### src/design/cau_pkg.sv
// shared types and codes for the complex arithmetic unit
// no dependencies; used by every module of the block
package cau_pkg;

	typedef enum logic [1:0] {
		OP_ADD = 2'd0,
		OP_SUB = 2'd1,
		OP_MUL = 2'd2,
		OP_DIV = 2'd3
	} op_t;

	typedef enum logic [1:0] {
		ST_OK   = 2'd0,
		ST_SAT  = 2'd1,
		ST_DIV0 = 2'd2
	} status_t;

	// control that travels with an item down the divide chain
	typedef struct packed {
		logic valid;
		logic is_div;
		logic neg_re;
		logic neg_im;
		logic ovf_re;
		logic ovf_im;
	} ctl_t;

endpackage

### src/design/cau_cell.sv
// one restoring-division cell: one quotient bit for each part per item
// depends on cau_pkg; chained in the top level
module cau_cell #(
	parameter int DATA_WIDTH = 16
) (
	input  logic                     clk,
	input  logic                     arst_n,
	input  logic                     adv,
	input  cau_pkg::ctl_t            ctl_i,
	input  logic [DATA_WIDTH-1:0]    pre_re_i,
	input  logic [DATA_WIDTH-1:0]    pre_im_i,
	input  cau_pkg::status_t         pre_st_i,
	input  logic [2*DATA_WIDTH-1:0]  den_i,
	input  logic [2*DATA_WIDTH:0]    rem_re_i,
	input  logic [2*DATA_WIDTH:0]    rem_im_i,
	input  logic [DATA_WIDTH:0]      bits_re_i,
	input  logic [DATA_WIDTH:0]      bits_im_i,
	input  logic [DATA_WIDTH:0]      q_re_i,
	input  logic [DATA_WIDTH:0]      q_im_i,
	output cau_pkg::ctl_t            ctl_o,
	output logic [DATA_WIDTH-1:0]    pre_re_o,
	output logic [DATA_WIDTH-1:0]    pre_im_o,
	output cau_pkg::status_t         pre_st_o,
	output logic [2*DATA_WIDTH-1:0]  den_o,
	output logic [2*DATA_WIDTH:0]    rem_re_o,
	output logic [2*DATA_WIDTH:0]    rem_im_o,
	output logic [DATA_WIDTH:0]      bits_re_o,
	output logic [DATA_WIDTH:0]      bits_im_o,
	output logic [DATA_WIDTH:0]      q_re_o,
	output logic [DATA_WIDTH:0]      q_im_o
);

	localparam int SW = 2 * DATA_WIDTH;
	localparam int RW = SW + 1;
	localparam int QB = DATA_WIDTH + 1;

	logic [RW-1:0] t_re, t_im;
	logic          ge_re, ge_im;

	always_comb begin
		// remainder stays below the divisor, so the shift never loses a bit
		t_re  = {rem_re_i[RW-2:0], bits_re_i[QB-1]};
		t_im  = {rem_im_i[RW-2:0], bits_im_i[QB-1]};
		ge_re = t_re >= {1'b0, den_i};
		ge_im = t_im >= {1'b0, den_i};
	end

	always_ff @(posedge clk or negedge arst_n) begin
		if (!arst_n)
			ctl_o <= '0;
		else if (adv)
			ctl_o <= ctl_i;
	end

	always_ff @(posedge clk) begin
		if (adv) begin
			pre_re_o     <= pre_re_i;
			pre_im_o     <= pre_im_i;
			pre_st_o     <= pre_st_i;
			den_o        <= den_i;
			rem_re_o     <= ge_re ? t_re - {1'b0, den_i} : t_re;
			rem_im_o     <= ge_im ? t_im - {1'b0, den_i} : t_im;
			bits_re_o    <= {bits_re_i[QB-2:0], 1'b0};
			bits_im_o    <= {bits_im_i[QB-2:0], 1'b0};
			q_re_o       <= {q_re_i[QB-2:0], ge_re};
			q_im_o       <= {q_im_i[QB-2:0], ge_im};
		end
	end

endmodule
### config.mk
export PLATFORM = sky130hd
export DESIGN_NAME = cau_cell
export DESIGN_NICKNAME = d
export VERILOG_FILES = /design/src/design/cau_pkg.sv /design/src/design/cau_cell.sv
export SDC_FILE = /design/constraint.sdc
export NUM_CORES = 1
export LEC_CHECK = 0
export BUFFER_PORTS_ARGS = -buffer_cell sky130_fd_sc_hd__buf_4
export CORE_ASPECT_RATIO = 1.2
export CORE_MARGIN = 5
export CORE_UTILIZATION = 40
export DETAILED_ROUTE_END_ITERATION = 12
export GPL_ROUTABILITY_DRIVEN = 0
export PLACE_DENSITY = 0.68
export SLEW_MARGIN = 20
export SYNTH_ARGS = -nofsm -noshare
export SYNTH_HDL_FRONTEND = slang
export SYNTH_SLANG_ARGS = --single-unit
### constraint.sdc
create_clock -name clk -period 1.74 [get_ports clk]
set_input_delay 0.348 -clock clk [delete_from_list [all_inputs] [get_ports clk]]
set_output_delay 0.348 -clock clk [all_outputs]
set_load 0.02 [all_outputs]
==> results.md <==
- Status: finished with violations
- Failing checks: negative setup slack
- Placed Area: 15,900 sq um
- Worst Hold Class: in -> reg
- Layout Nets: roughly 1.9k
- Initial core utilization: between 40% and 50%
- GRT Util Overall: about a quarter
- P per Cell Area: roughly 890 nW/um^2
- CP max FO: 5
- Clock Skew: 0 ps
- DRT Pass-1 Iters: 6
- Max VDD drop: 0.657 mV
- Clk pin slew, worst setup/hold paths: 60 ps
- Worst R2R End: ctl_o[5]
- Num ports: a little over 400
- Residual DRC: 0
- Min-Delay Endpoint: pre_st_o[0]
- Max_cap viols: 0
- Fin. Hold Viols: 0
- Achievable Freq: 384 MHz
- Min Tclk post-route: roughly 2600 ps
- WS Path Type: in -> reg
- First-pass GRT wire length: approximately 60 mm
- Pin count of the biggest net entering global routing: between 40 and 50
- Grt ovf: 0
- Simple-gate portion of the synthesized area: about 8%
- Die Span Y: 189 um
- Clk buf depth: 3
- TritonCTS buffer count: 22
- Mux contribution to synthesized area: under 10%
- R2R Setup Slk: a little under 1000 ps
- Critical Path RT: between 1500 and 2000 ps
- Diodes inserted: 0
- DRT antenna net count: 0
- FF-to-FF Start: ctl_o[5]
- Die X: about 160 um
- WL per Instance: ~21 um
- Routed wire length: 41.4 mm
- Unrepaired setup endpoints after global routing: true
- R2R cell count: 1
- Latest clock arrival within the worst-skew pair: about 500 ps
- Core area: about 26,000 sq um
- Layout fillers: about 1.8k
- Vias post-DR: between 10k and 15k
- # clock sinks: slightly above 200
- Post-Synth XOR/XNOR Area: under 10%
- Critical Path End Type: flop
- Post-Syn Instances: 849
- Number of synthesized register bits: a little over 200
- Hold_sp: pre_st_i[0]
- CP startpoint: den_i[20]
- Post-DP HPWL: 30.1 mm
- Area delta synth->final: 75.8%
- Hold path depth: 1
- Final worst slack: -863 ps
- Root Buffer: clkbuf_16
- Synth async-reset ratio: 2.94%
- Post-synth EDFFs: approximately 200
- H-tree Lvls: 1
- Mapped Avg Cell Area: 12.5 sq um
- Share of cells above drive strength 1: between 50% and 60%
- Vias in the first global route: approximately 11k
- Initial antenna violation count: 2
- Crit start category: primary input
- Post-synth top flop: edfxtp_1
- Final setup fails: just under 70
- TritonCTS clock tree: yes
- Synth Cell Area: roughly 11,000 sq um
- Starting DRT DRC Count: between 500 and 600
- Port bufs: roughly 400
- Cell Rows: 65
- Final Max Slew Viols: 0
- Worst EP arrival: between 2000 and 3000 ps
- Main combinational cell family by area after synthesis: compound AO/OA/AOI/OAI gates
- Adder-cell share of the synthesized area: under 10%
- P_leak: 8.34 nW
- Die area: roughly 30,000 sq um
- Synth Area in Compound Gates: 14.6%
- Seq/Total Area, Yosys: between 50% and 60%
- Synth unique cells: 65
- Synth warn: 0
- Period utilization: 150%
- DP Worst Slack: -1540 ps
- Routed vias/inst: about 5.2
- Final instance area: 18,700 sq um
where the power goes:
group	switching [W]	leakage [nW]	internal, W	total (W)
registers	0.000192	2.01	0.00603	0.00622
clock network	0.00210	0.367	0.00281	0.00491
logic	0.00272	5.96	0.00281	0.00553
per-stage QoR:
step           std cells  total power [W]  hold slack [ps]  util [%]  TNS (ps)
2_1_floorplan        850          0.00860             52.4         -    -63890
3_3_place_gp        1784           0.0109              158      60.6    -89480
3_5_place_dp        1784           0.0110              159      60.6    -90960
4_1_cts             1911           0.0164            0.449      68.6    -46020
5_1_grt             1934           0.0173           -0.462      71.3    -54430
6_report            1934           0.0167             20.5      71.3    -49760
layout by cell type, fill, tap and decap left out, drive strengths merged, types with 5 or more instances in the layout:
cell | synthesis | final
ha | 64 | 64
a21oi | 64 | 64
edfxtp | 198 | 198
nand2 | 62 | 62
clkbuf | 14 | 29
o211ai | 6 | 6
mux2i | 5 | 5
dfrtp | 6 | 6
and3 | 8 | 8
nand2b | 10 | 10
inv | 53 | 59
xnor2 | 30 | 30
a21o | 31 | 31
nand3 | 15 | 15
a211oi | 7 | 7
o21ai | 67 | 67
buf | 9 | 653
xor2 | 18 | 18
o21bai | 6 | 6
nor2b | 7 | 7
nor2 | 36 | 36
a31oi | 6 | 6
o21a | 11 | 11
nor3 | 12 | 12
nand4 | 11 | 11
dlygate4sd3 | 0 | 74
o31ai | 8 | 8
mux2 | 39 | 39
routing by layer:
layer,up-vias,wire length [um],track usage [%]
li1,4666,-,-
met1,4879,14300,27.0
met2,445,22600,49.0
met3,102,2880,6.26
met4,4,1610,7.38
met5,-,26,0
cells in the mapped netlist (7+ instances only):
cell type  number  share of area [%]
edfxtp_1      198                 56
ha_1           64                7.5
o21ai_0        64                3.0
a21oi_1        62                2.9
nand2_1        62                2.2
inv_1          53                1.9
nor2_1         36                1.3
a21o_1         31                2.2
xnor2_1        30                2.5
mux2_4         27                3.8
xor2_1         18                1.5
nand3_1        15               0.71
clkbuf_1       14               0.49
mux2_2         12                1.3
nor3_1         12               0.56
nand4_1        11               0.65
nand2b_1       10               0.59
o21a_1         10               0.71
and3_1          8               0.47
nor2b_1         7               0.41
layout make-up:
| class | instances | area (sq um) | share of cell area [%] |
|---|---|---|---|
| Inverter | 53 | 230 | 1.23 |
| Timing Repair Buffer | 732 | 6100 | 32.6 |
| Tap cell | 335 | 419 | 2.24 |
| Clock buffer | 24 | 589 | 3.15 |
| Sequential cell | 204 | 6100 | 32.6 |
| Clock inverter | 16 | 168 | 0.896 |
| Multi-Input combinational cell | 570 | 5120 | 27.3 |
state kept, by name (all words and copies together) (netlist names), 16 cells and up:
| name | flops |
|---|---|
| rem_im_o | 33 |
| pre_im_o | 16 |
| den_o | 32 |
| bits_im_o | 16 |
| pre_re_o | 16 |
| rem_re_o | 33 |
| bits_re_o | 16 |
| q_re_o | 17 |
| q_im_o | 17 |
what timing repair did:
action / CTS / global route
setup buffers: 19 / 13
endpoints found under the setup margin: 68 / 68
endpoints found under the hold margin: 69 / 10
resized for setup: 113 / 115
gates cloned: 5 / 5
hold buffers: 64 / 10
pin swaps: 22 / 65
worst max-delay path: stages:
cell	delay, ps
buf_8	110
inv_4	50
ha_4	200
and2_4	160
a221o_1	340
a21o_1	180
a21oi_2	130
o21a_2	180
o21ai_4	70
o311ai_4	350
a21oi_4	130
buf_12	160
clkbuf_16	160
mux2_4	290
worst max-delay path by stage:
stage	slack, ps	cells past startpoint	endpoint
after CTS	-820	16	rem_im_o[31]
final	-860	14	rem_im_o[28]
after global routing	-930	15	rem_re_o[12]
after detailed placement	-1540	12	rem_im_o[26]
after global placement	-1520	12	rem_im_o[26]
after floorplan	-1040	12	rem_im_o[10]
cells by family after synthesis:
group           count (synthesis)
compound gates                235
flops                         204
simple gates                  175
buf+inv                        76
fa+ha+maj                      66
xor+xnor                       48
mux                            44
other cells                     1
Power figures use the tool's default switching activity.
